--- src/design/cmr_pkg.sv ---
// ---------------------------------------------------------------------------
// CAN message reassembler package
// Action codes, result status codes, sequencer states and the error-class
// priority encoder shared by the reassembler.
// ---------------------------------------------------------------------------
package cmr_pkg;

   // Field widths fixed by the transaction format
   localparam int unsigned ACTION_W  = 2;
   localparam int unsigned SOURCE_W  = 8;
   localparam int unsigned ID_W      = 32;
   localparam int unsigned DLC_W     = 4;
   localparam int unsigned DATA_W    = 64;
   localparam int unsigned INDEX_W   = 8;
   localparam int unsigned STATUS_W  = 3;
   localparam int unsigned ECLASS_W  = 4;
   localparam int unsigned MSGLEN_W  = 9;
   localparam int unsigned BYTE_W    = 8;

   // Packed stream widths
   localparam int unsigned REQ_DATA_W = 120;
   localparam int unsigned RSP_DATA_W = 24;

   // Identifier layout
   localparam int unsigned ID_SRC_LSB  = 21;
   localparam int unsigned ID_DST_LSB  = 8;
   localparam int unsigned ID_END_BIT  = 7;
   localparam int unsigned ERR_BITS_W  = 9;

   // Largest frame payload and reported length ceiling
   localparam logic [DLC_W-1:0]    MAX_DLC     = 4'd8;
   localparam logic [MSGLEN_W-1:0] MSGLEN_SAT  = 9'h1FF;

   typedef enum logic [ACTION_W-1:0] {
      ACT_START   = 2'd0,
      ACT_FRAME   = 2'd1,
      ACT_TIMEOUT = 2'd2,
      ACT_READ    = 2'd3
   } action_type;

   localparam logic [STATUS_W-1:0] STATUS_IGNORED  = 3'd0;
   localparam logic [STATUS_W-1:0] STATUS_ACCEPTED = 3'd1;
   localparam logic [STATUS_W-1:0] STATUS_COMPLETE = 3'd2;
   localparam logic [STATUS_W-1:0] STATUS_TIMEOUT  = 3'd3;
   localparam logic [STATUS_W-1:0] STATUS_BADSRC   = 3'd4;
   localparam logic [STATUS_W-1:0] STATUS_OVERFLOW = 3'd5;
   localparam logic [STATUS_W-1:0] STATUS_BUSERR   = 3'd6;

   typedef enum logic [3:0] {
      ST_IDLE  = 4'b0001,
      ST_WRITE = 4'b0010,
      ST_READ  = 4'b0100,
      ST_RESP  = 4'b1000
   } state_type;

   // Lowest set error bit wins
   function automatic logic [ECLASS_W-1:0] error_rank(input logic [ERR_BITS_W-1:0] bits);
      logic [ECLASS_W-1:0] rank;
      rank = '0;
      for (int k = ERR_BITS_W - 1; k >= 0; k--) begin
         if (bits[k]) begin
            rank = ECLASS_W'(k);
         end
      end
      return rank;
   endfunction

endpackage

--- src/design/can_message_reassembler_unit.sv ---
// ---------------------------------------------------------------------------
// CAN message reassembler
// Collects the payload of extended-ID CAN frames from one source into a
// byte store, reports completion and aborts, and returns stored bytes.
// ---------------------------------------------------------------------------
//
//  channel  | direction | handshake            | payload
//  ---------+-----------+----------------------+------------------------------
//  req      | in        | req_tvalid/req_tready | tuser: action, tdata: frame
//  rsp      | out       | rsp_tvalid/rsp_tready | tdata: status, length, byte
//
// Start, timeout, ignored and aborted items: result in the cycle after acceptance.
// An appended frame writes one byte a cycle through the single store write
// port, then gives its result. Reads pass through the read state first.
// The next item is taken the cycle after the result transaction completes.
// Synchronous reset idles the block and clears length and source, not store.
// A stalled result holds the block and its input.
// ---------------------------------------------------------------------------
module can_message_reassembler_unit #(
   parameter int unsigned BUFFER_BYTES = 256
) (
   input  logic                             clock,
   input  logic                             reset,
   // action [1:0]
   input  logic [cmr_pkg::ACTION_W-1:0]     req_tuser,
   // expected_source [7:0], frame_id [39:8], frame_length [43:40],
   // frame_data [107:44], read_index [115:108], zero [119:116]
   input  logic [cmr_pkg::REQ_DATA_W-1:0]   req_tdata,
   input  logic                             req_tvalid,
   output logic                             req_tready,
   // status [2:0], error_class [6:3], message_length [15:7], read_data [23:16]
   output logic [cmr_pkg::RSP_DATA_W-1:0]   rsp_tdata,
   output logic                             rsp_tvalid,
   input  logic                             rsp_tready
);
   import cmr_pkg::*;

   localparam int unsigned AW = $clog2(BUFFER_BYTES);
   localparam int unsigned LW = $clog2(BUFFER_BYTES + 1);
   localparam int unsigned MW = (LW > MSGLEN_W) ? LW : MSGLEN_W;

   // Request field unpacking
   logic [SOURCE_W-1:0] in_source;
   logic [ID_W-1:0]     in_id;
   logic [DLC_W-1:0]    in_dlc_raw;
   logic [DLC_W-1:0]    in_dlc;
   logic [DATA_W-1:0]   in_data;
   logic [INDEX_W-1:0]  in_index;
   action_type          in_action;

   assign in_action  = action_type'(req_tuser);
   assign in_source  = req_tdata[7:0];
   assign in_id      = req_tdata[39:8];
   assign in_dlc_raw = req_tdata[43:40];
   assign in_data    = req_tdata[107:44];
   assign in_index   = req_tdata[115:108];
   assign in_dlc     = (in_dlc_raw > MAX_DLC) ? MAX_DLC : in_dlc_raw;

   // Registers
   state_type            state_ff,     state_in;
   logic                 recv_ff,      recv_in;
   logic [SOURCE_W-1:0]  src_ff,       src_in;
   logic [LW-1:0]        len_ff,       len_in;
   logic [DLC_W-1:0]     dlc_ff,       dlc_in;
   logic [DLC_W-1:0]     cnt_ff,       cnt_in;
   logic [DATA_W-1:0]    data_ff,      data_in;
   logic                 rd_ok_ff,     rd_ok_in;
   logic [STATUS_W-1:0]  status_ff,    status_in;
   logic [ECLASS_W-1:0]  eclass_ff,    eclass_in;
   logic [BYTE_W-1:0]    rdata_ff,     rdata_in;
   logic [BYTE_W-1:0]    mem_rd_ff;

   logic [BYTE_W-1:0]    msg_mem [BUFFER_BYTES];

   logic                 req_fire;
   logic                 rsp_fire;
   logic [SOURCE_W-1:0]  id_src;
   logic [SOURCE_W-1:0]  id_dst;
   logic [ERR_BITS_W-1:0] id_errs;
   logic [LW:0]          fill_sum;
   logic [LW-1:0]        wr_pos;
   logic [AW-1:0]        wr_addr;
   logic [AW-1:0]        rd_addr;
   logic                 idx_in_range;
   logic [MW-1:0]        len_wide;
   logic [MSGLEN_W-1:0]  msg_len;

   assign req_tready = (state_ff == ST_IDLE);
   assign rsp_tvalid = (state_ff == ST_RESP);
   assign req_fire   = req_tvalid && req_tready;
   assign rsp_fire   = rsp_tvalid && rsp_tready;

   // Identifier decode and fill check
   assign id_src   = in_id[ID_SRC_LSB +: SOURCE_W];
   assign id_dst   = in_id[ID_DST_LSB +: SOURCE_W];
   assign id_errs  = in_id[ERR_BITS_W-1:0];
   assign fill_sum = (LW+1)'(len_ff) + (LW+1)'(in_dlc);

   // Store addressing
   assign wr_pos       = len_ff + LW'(cnt_ff);
   assign wr_addr      = wr_pos[AW-1:0];
   assign rd_addr      = AW'(in_index);
   assign idx_in_range = (32'(in_index) < 32'(BUFFER_BYTES));

   // Reported length saturates at the field ceiling
   assign len_wide = MW'(len_ff);
   assign msg_len  = (len_wide > MW'(MSGLEN_SAT)) ? MSGLEN_SAT : len_wide[MSGLEN_W-1:0];

   assign rsp_tdata = {rdata_ff, msg_len, eclass_ff, status_ff};

   // Sequencer
   always_comb begin
      state_in  = state_ff;
      recv_in   = recv_ff;
      src_in    = src_ff;
      len_in    = len_ff;
      dlc_in    = dlc_ff;
      cnt_in    = cnt_ff;
      data_in   = data_ff;
      rd_ok_in  = rd_ok_ff;
      status_in = status_ff;
      eclass_in = eclass_ff;
      rdata_in  = rdata_ff;

      unique case (state_ff)
         ST_IDLE: begin
            if (req_fire) begin
               status_in = STATUS_IGNORED;
               eclass_in = '0;
               rdata_in  = '0;
               state_in  = ST_RESP;
               unique case (in_action)
                  ACT_START: begin
                     recv_in = 1'b1;
                     src_in  = in_source;
                     len_in  = '0;
                  end
                  ACT_FRAME: begin
                     if (recv_ff) begin
                        if (id_src == '0 && id_dst == '0 && id_errs != '0) begin
                           status_in = STATUS_BUSERR;
                           eclass_in = error_rank(id_errs);
                           recv_in   = 1'b0;
                        end else if (id_src != src_ff) begin
                           status_in = STATUS_BADSRC;
                           recv_in   = 1'b0;
                        end else if (fill_sum > (LW+1)'(BUFFER_BYTES)) begin
                           status_in = STATUS_OVERFLOW;
                           recv_in   = 1'b0;
                        end else begin
                           status_in = in_id[ID_END_BIT] ? STATUS_COMPLETE
                                                         : STATUS_ACCEPTED;
                           recv_in   = !in_id[ID_END_BIT];
                           dlc_in    = in_dlc;
                           cnt_in    = '0;
                           data_in   = in_data;
                           if (in_dlc != '0) begin
                              state_in = ST_WRITE;
                           end
                        end
                     end
                  end
                  ACT_TIMEOUT: begin
                     if (recv_ff) begin
                        status_in = STATUS_TIMEOUT;
                        recv_in   = 1'b0;
                     end
                  end
                  ACT_READ: begin
                     rd_ok_in = idx_in_range;
                     state_in = ST_READ;
                  end
                  default: ;
               endcase
            end
         end
         ST_WRITE: begin
            // one payload byte per cycle
            data_in = data_ff >> BYTE_W;
            cnt_in  = cnt_ff + 1'b1;
            if (cnt_in == dlc_ff) begin
               len_in   = len_ff + LW'(dlc_ff);
               state_in = ST_RESP;
            end
         end
         ST_READ: begin
            rdata_in = rd_ok_ff ? mem_rd_ff : '0;
            state_in = ST_RESP;
         end
         ST_RESP: begin
            if (rsp_fire) begin
               state_in = ST_IDLE;
            end
         end
         default: state_in = ST_IDLE;
      endcase
   end

   // Control state
   always_ff @(posedge clock) begin
      if (reset) begin
         state_ff <= ST_IDLE;
         recv_ff  <= 1'b0;
         src_ff   <= '0;
         len_ff   <= '0;
      end else begin
         state_ff <= state_in;
         recv_ff  <= recv_in;
         src_ff   <= src_in;
         len_ff   <= len_in;
      end
   end

   // Payload and result registers
   always_ff @(posedge clock) begin
      dlc_ff    <= dlc_in;
      cnt_ff    <= cnt_in;
      data_ff   <= data_in;
      rd_ok_ff  <= rd_ok_in;
      status_ff <= status_in;
      eclass_ff <= eclass_in;
      rdata_ff  <= rdata_in;
   end

   // Byte store: one write port, one registered read port
   always_ff @(posedge clock) begin
      if (state_ff == ST_WRITE) begin
         msg_mem[wr_addr] <= data_ff[BYTE_W-1:0];
      end
   end

   always_ff @(posedge clock) begin
      if (req_fire && in_action == ACT_READ) begin
         mem_rd_ff <= msg_mem[rd_addr];
      end
   end

   // Checks
   a_no_overlap: assert property (@(posedge clock) disable iff (reset)
      req_tready |-> !rsp_tvalid)
      else $error("input taken while a result is pending");

   a_len_bound: assert property (@(posedge clock) disable iff (reset)
      32'(len_ff) <= 32'(BUFFER_BYTES))
      else $error("collected length beyond store size");

   a_write_in_store: assert property (@(posedge clock) disable iff (reset)
      (state_ff == ST_WRITE) |-> (32'(wr_pos) < 32'(BUFFER_BYTES)))
      else $error("store write beyond buffer");

   a_eclass_only_buserr: assert property (@(posedge clock) disable iff (reset)
      (rsp_tvalid && status_ff != STATUS_BUSERR) |-> (eclass_ff == '0))
      else $error("error class set on a non bus error result");

   a_idle_after_rsp: assert property (@(posedge clock) disable iff (reset)
      rsp_fire |=> (state_ff == ST_IDLE))
      else $error("sequencer not idle after result transaction");

   a_write_count: assert property (@(posedge clock) disable iff (reset)
      (state_ff == ST_WRITE) |-> (cnt_ff < dlc_ff && dlc_ff <= MAX_DLC))
      else $error("write counter out of step with frame length");

endmodule

--- config.mk ---
export PLATFORM = sky130hd
export DESIGN_NAME = can_message_reassembler_unit
export DESIGN_NICKNAME = d
export VERILOG_FILES = /design/src/design/cmr_pkg.sv /design/src/design/can_message_reassembler_unit.sv
export SDC_FILE = /design/constraint.sdc
export NUM_CORES = 2
export LEC_CHECK = 0
export BUFFER_PORTS_ARGS = -buffer_cell sky130_fd_sc_hd__buf_2
export CORE_ASPECT_RATIO = 0.7
export CORE_MARGIN = 5
export CORE_UTILIZATION = 50
export DETAILED_ROUTE_END_ITERATION = 12
export GPL_ROUTABILITY_DRIVEN = 0
export PLACE_DENSITY = 0.73
export SETUP_SLACK_MARGIN = 0.15
export SLEW_MARGIN = 10
export SYNTH_ARGS = -nofsm -noshare
export SYNTH_HDL_FRONTEND = slang
export SYNTH_SLANG_ARGS = --single-unit
--- constraint.sdc ---
create_clock -name clock -period 6.69 [get_ports clock]
set_input_delay 1.338 -clock clock [delete_from_list [all_inputs] [get_ports clock]]
set_output_delay 1.338 -clock clock [all_outputs]
set_load 0.01 [all_outputs]
**After elaboration in Yosys (flattened, before gate mapping)**

Memories as Yosys holds them, arrays and structs flattened. A register that Yosys moved wholly into a read port is not among the register bits.
Cells that the tools add are included.

- Register bits: 109
- Memory bits (writable): 2048
- Input bits: 126
- Output and inout port bits: 26
- Logic and storage cells: 124
- Memories: 1

- $add $sub $neg: 4
- Magnitude comparators: 3
- Eq/ne operators: 18
- Multiplexer cells: 54
- Bitwise gates (word level): 5
- Reduce and logical (&&, ||, !) cells: 26

Memories:

| memory | words | width | rd ports | clocked after Yosys merged registers in | wr ports | RTL line | text |
|---|---|---|---|---|---|---|---|
| msg_mem | 256 | 8 | 1 | 1 | 1 | can_message_reassembler_unit.sv:73 | `logic [BYTE_W-1:0] msg_mem [BUFFER_BYTES];` |

Operator list:

| operator | number |
|---|---|
| 64-bit two-way mux | 6 |
| 64-bit one-hot mux with 2 select lines | 1 |
| 4-bit two-way mux | 16 |
| 9-bit two-way mux | 4 |
| 3-bit two-way mux | 8 |
| 9-bit one-hot mux with 2 select lines | 1 |
| 8-bit zero test | 2 |
| 4-bit one-hot mux with 2 select lines | 2 |
| 4-bit one-hot mux with 4 select lines | 1 |
| 8-bit one-hot mux with 2 select lines | 1 |
| 7-bit AND reduction | 2 |
| 11-bit OR reduction | 1 |
| 9-bit by 4-bit adder with 10-bit output | 1 |
| 10-bit by 9-bit greater-than comparator with 1-bit output, second input constant | 1 |
| 2-bit by 1-bit inequality test with 1-bit output, second input constant | 5 |
| 9-bit by 4-bit adder with 9-bit output | 1 |
| 9-bit greater-than comparator, second input constant | 1 |
| 3-bit AND reduction | 3 |
| 9-bit nonzero test | 1 |
| 8-bit by 4-bit adder with 8-bit output | 1 |
| 2-bit two-way mux | 4 |
| 8-bit two-way mux | 1 |
| 2-bit inequality test, second input constant | 4 |
| 8-bit inequality test | 1 |
| other kinds (24) | 41 |

**Depth between registers and ports, before layout**

- Word-level depth: 11
- Depth in mapped cells: 13
- Mapped depth without buffers: 11

**Worst setup path after synthesis**

Ideal clock, no wire load.

- Path type: input-to-reg
- Start: in req_tdata[40] (netlist name)
- End: reg cnt_ff[0], enable pin
- Setup time: 516 ps
- Arrival time: 6354 ps
- Required time: 6174 ps
- Path slack: -180 ps
- Cell stages on the path: 11
- Buffers on the path: 0
- Path through: nor2b_1 ha_1 inv_1 fa_1 nor2b_1 o21ai_0 nor4b_1 a2bb2oi_1 a21oi_1 nand3_1 a21oi_1

- Cells in the longest elaborated chain, start to end: 6

Ends and longest elaborated chain:

| element | RTL line | text |
|---|---|---|
| start, declared | can_message_reassembler_unit.sv:28 | `input logic [cmr_pkg::REQ_DATA_W-1:0] req_tdata,` |
| 4-bit greater-than comparator | can_message_reassembler_unit.sv:57 | `assign in_dlc = (in_dlc_raw > MAX_DLC) ? MAX_DLC : in_dlc_raw;` |
| 4-bit two-way mux * | can_message_reassembler_unit.sv:57 |  |
| 9-bit by 4-bit adder with 10-bit output * | can_message_reassembler_unit.sv:97 | `assign fill_sum = (LW+1)'(len_ff) + (LW+1)'(in_dlc);` |
| 10-bit by 9-bit greater-than comparator with 1-bit output * | can_message_reassembler_unit.sv:147 | `end else if (fill_sum > (LW+1)'(BUFFER_BYTES)) begin` |
| 2-bit inequality test (no line) * | n/a |  |
| 7-bit AND reduction (no line) * | n/a |  |
| end signal, assigned | can_message_reassembler_unit.sv:217 | `cnt_ff <= cnt_in;` |
| end, declared | can_message_reassembler_unit.sv:65 | `logic [DLC_W-1:0] cnt_ff, cnt_in;` |

Mark *: on every way between the ends. The rest lies on a longest branch, timed or not.
A chain may end at the register's enable or synchronous reset.

**Final worst setup path**

- Start: reg cnt_ff[0]
- End: mem msg_mem[107][0], enable pin

- Cells in the longest elaborated chain, start to end: 1

Ends and longest elaborated chain:

| element | RTL line | text |
|---|---|---|
| 8-bit by 4-bit adder with 8-bit output | can_message_reassembler_unit.sv:100 | `assign wr_pos = len_ff + LW'(cnt_ff);` |
| end, declared | can_message_reassembler_unit.sv:73 |  |

Every way passes these cells.

==> results.py <==
metrics = {
    "route": {
        "avgRoutedWirePerCell_um": 30.9,
        "maxUsedRoutingLayer": "met5",
        "vias": 43854,
        "drc": 0,
        "wl_met3_um": 30500,
        "drt.antenna.violating_nets": 0,
        "drt_pass1_iterations": 6,
        "wl_met1_um": 84700,
        "wl_um": 212000,
        "met2_length_um": 91200,
        "vias_per_cell": 6.40,
        "drtIter0Drc": 5991,
    },
    "final_layout": {
        "drive_above_1_share_pct": 22.2,
        "post-route-util_pct": 55.9,
        "fillers": 12320,
        "areaGrowthSynthToFinish_pct": 10.8,
        "fin_area_um2": 94400,
        "finalNonFillerCells": 6852,
        "finalNetCount": 4608,
    },
    "sta": {
        "maxSlewViolCount": 0,
        "fin_skew_ps": 33.1,
        "holdWs_ps": 471,
        "setup_viol": 0,
        "fmax_mhz": 197,
        "hold_viol_final": 0,
        "period_minus_slack_ps": 5070,
        "tightest_slew_ps": 1160,
        "fin_crit_sh_pct": 75.7,
        "rsz0062_at_grt": "false",
        "finalSetupTns_ps": 0,
        "worst_slack_ps": 1620,
        "relSlewSlack_pct": 22.2,
    },
    "yosys": {
        "synth_cell_types": 74,
        "syn_avg_cell_area_um2": 19.9,
        "synth_compound_area_share_pct": 3.21,
        "synth_cells": 4278,
        "synth_top_family_by_area": "multiplexers",
        "synthFlopType": "edfxtp_1",
        "synth_edf_count": 2143,
        "synthesis.area_um2": 85200,
        "synth_xor_area_share_pct": 0.264,
        "syn_nets": 4425,
        "yosysSeqAreaShare_pct": 76.1,
        "synth_mux_area_share_pct": 14.3,
        "synthArstFlopShare_pct": 0,
        "yosys.area_share.simple_pct": 4.04,
        "synthAdderAreaFrac_pct": 0.335,
        "ys_warn_count": 0,
        "ys_ff_latch": 2165,
    },
    "clock_network": {
        "holdBufCountCts": 0,
        "postCtsSetupBuffers": 0,
        "cts_tree": "done",
        "clockBufferDepth": 3,
        "path_clk_slew_ps": 60,
        "cts_root_buf": "clkbuf_16",
        "htree_num_levels": 4,
        "clk_latency_ps": 830,
        "cts_buffers": 186,
        "cts.sinks": 2165,
        "ctsResizeCount": 0,
    },
    "setup_path": {
        "critPathMaxFanout": 16,
        "critPathBufInv": 0,
        "cp_cell_sequence": "ha_1 > fa_1 > a21o_1 > a21oi_1 > xnor2_1 > a21oi_1 > nand2_1 > nor2_1",
        "critPathKind": "reg -> reg",
        "slowest_stage": "nor2_1",
        "critPathMostFrequentCell": "a21oi_1",
        "worst_path_largest_cell_delay_ps": 1020,
        "cp_data_arrival_time_ps": 5510,
        "cp-end-kind": "flop",
        "crit_path_start_kind": "flop",
        "cp.required_ps": 7130,
        "cp_top_family": "simple AND/OR/NAND/NOR gates",
    },
    "die": {
        "die_w_um": 503,
        "die_y_um": 355,
        "rows": 126,
        "core-area_um2": 169000,
        "num_io_pins": 152,
        "initial_core_util_pct": 50.4,
        "die-area_um2": 179000,
    },
    "pwr": {
        "power_mw": 27.0,
        "total_leakage_power_nw": 29.7,
        "power.density_nw_per_um2": 286,
        "ir_drop_mv": 0.221,
    },
    "global_route": {
        "grt_max_degree": 174,
        "grt_pass1_vias": 43056,
        "grt_usage_pct": 23.7,
        "grt_pass1_wl_um": 307000,
        "antenna_found_initial": 5,
        "overflow": 0,
    },
    "placed_design": {
        "dp_cells": 6513,
        "placedInstanceArea_um2": 88300,
        "dp.final_hpwl_um": 130000,
        "port-buffer-count": 139,
        "place_ws_ps": 1530,
    },
    "flow_run": {
        "maxCapViolCount": 0,
    },
    "hold_path": {
        "min_path_type": "reg -> reg",
    },
    "status": {
        "status": "finished clean",
    },
}
-- placed cells by master (no fill, tap or decap), types with 29 or more instances in the layout --
| cell type | count |
|---|---|
| edfxtp_1 | 2143 |
| clkinv_1 | 44 |
| clkinv_2 | 31 |
| buf_2 | 134 |
| nor2b_1 | 30 |
| nand2_1 | 293 |
| clkbuf_1 | 29 |
| a22oi_1 | 75 |
| a211oi_1 | 36 |
| a221oi_1 | 30 |
| mux2i_1 | 109 |
| o21ai_0 | 29 |
| nor2_1 | 326 |
| mux4_2 | 475 |
| a21oi_1 | 48 |
| nand3_1 | 34 |
| buf_4 | 102 |
| o22ai_1 | 39 |
| clkbuf_16 | 188 |
-- area by class of cell --
class / count / area (um2) / share of cell area, %
clock inverters: 120 / 1230 / 1.30
flip-flops and latches: 2165 / 64800 / 68.6
inverters: 23 / 86.3 / 0.0915
well taps: 2240 / 2800 / 2.97
diodes: 1 / 2.50 / 0.00265
clock buffers: 218 / 4830 / 5.11
repair buffers: 251 / 1730 / 1.83
multi-input cells: 1834 / 18900 / 20.1
-- final timing paths --
check	from	end	slack (ps)	depth (start not counted)
setup / recovery	cnt_ff[0]	msg_mem[107][0]	1620	8
hold / removal	src_ff[2]	src_ff[2]	470	2
setup reg to reg	cnt_ff[0]	msg_mem[107][0]	1620	8
hold reg to reg	src_ff[2]	src_ff[2]	470	2
-- flip-flops by register name, summed over array words and instances, names as in the netlist --
| name | cells |
|---|---|
| recv_ff | 1 |
| mem_rd_ff | 8 |
| src_ff | 8 |
| cnt_ff | 4 |
| len_ff | 9 |
| rdata_ff | 8 |
| data_ff | 64 |
| status_ff | 3 |
| msg_mem | 2048 |
| dlc_ff | 4 |
| state_ff | 4 |
| eclass_ff | 4 |
-- worst min-delay path, stage by stage, from the launching register on --
cell,delay (ps)
dfxtp_1,320
nand2_1,50
a21oi_1,50
-- where the power goes --
part           leakage, nW  total, mW  switching [mW]  internal (mW)
sequential            19.4       14.8          0.0192           14.8
combinational         7.26       1.24           0.774          0.467
clock                 2.95       10.9            4.89           6.00
-- cell usage after synthesis, types with 9 or more instances --
cell type  count  share of area (%)
nand4_1       13              0.095
nor2b_1       32               0.24
and2_1        27               0.20
o21ai_0       29               0.17
a311oi_1       9              0.093
a21o_1        12               0.11
edfxtp_1    2143                 76
xnor2_1       19               0.20
nand2_1      293                1.3
nor2_1       326                1.4
mux4_2       475                 13
buf_6         19               0.25
clkbuf_1     108               0.48
a221oi_1      30               0.31
nand2b_1      12              0.088
inv_1         22              0.097
o22ai_1       39               0.29
a21oi_1       49               0.29
o211ai_1      22               0.19
dfxtp_1       22               0.52
nand3_1       34               0.20
a211oi_1      36               0.32
buf_1         16              0.071
a22oi_1       75               0.66
a22o_1        24               0.25
nor4_1        18               0.13
ha_1          18               0.26
nor3_1        14              0.082
buf_2         63               0.37
buf_4         46               0.41
mux2i_1      109                1.3
mux2_2        19               0.25
-- metal layers --
metal,GRT usage [%],vias up
met5,0,-
met2,33.0,2881
met3,8.02,336
met1,36.0,22773
met4,6.48,4
li1,-,17860
-- kinds of logic (layout without fill, tap and decap cells) --
logic type                 count (synthesis)  after routing
adders and majority gates                 21             21
muxes                                    611            611
other                                      1              2
xor gates and xnor gates                  24             24
and+or+nand+nor                          800            800
buffers and inverters                    279            612
AOI/OAI and AO/OA                        377            377
DFF                                     2165           2165
No activity file was read; power rests on OpenSTA's default activity.
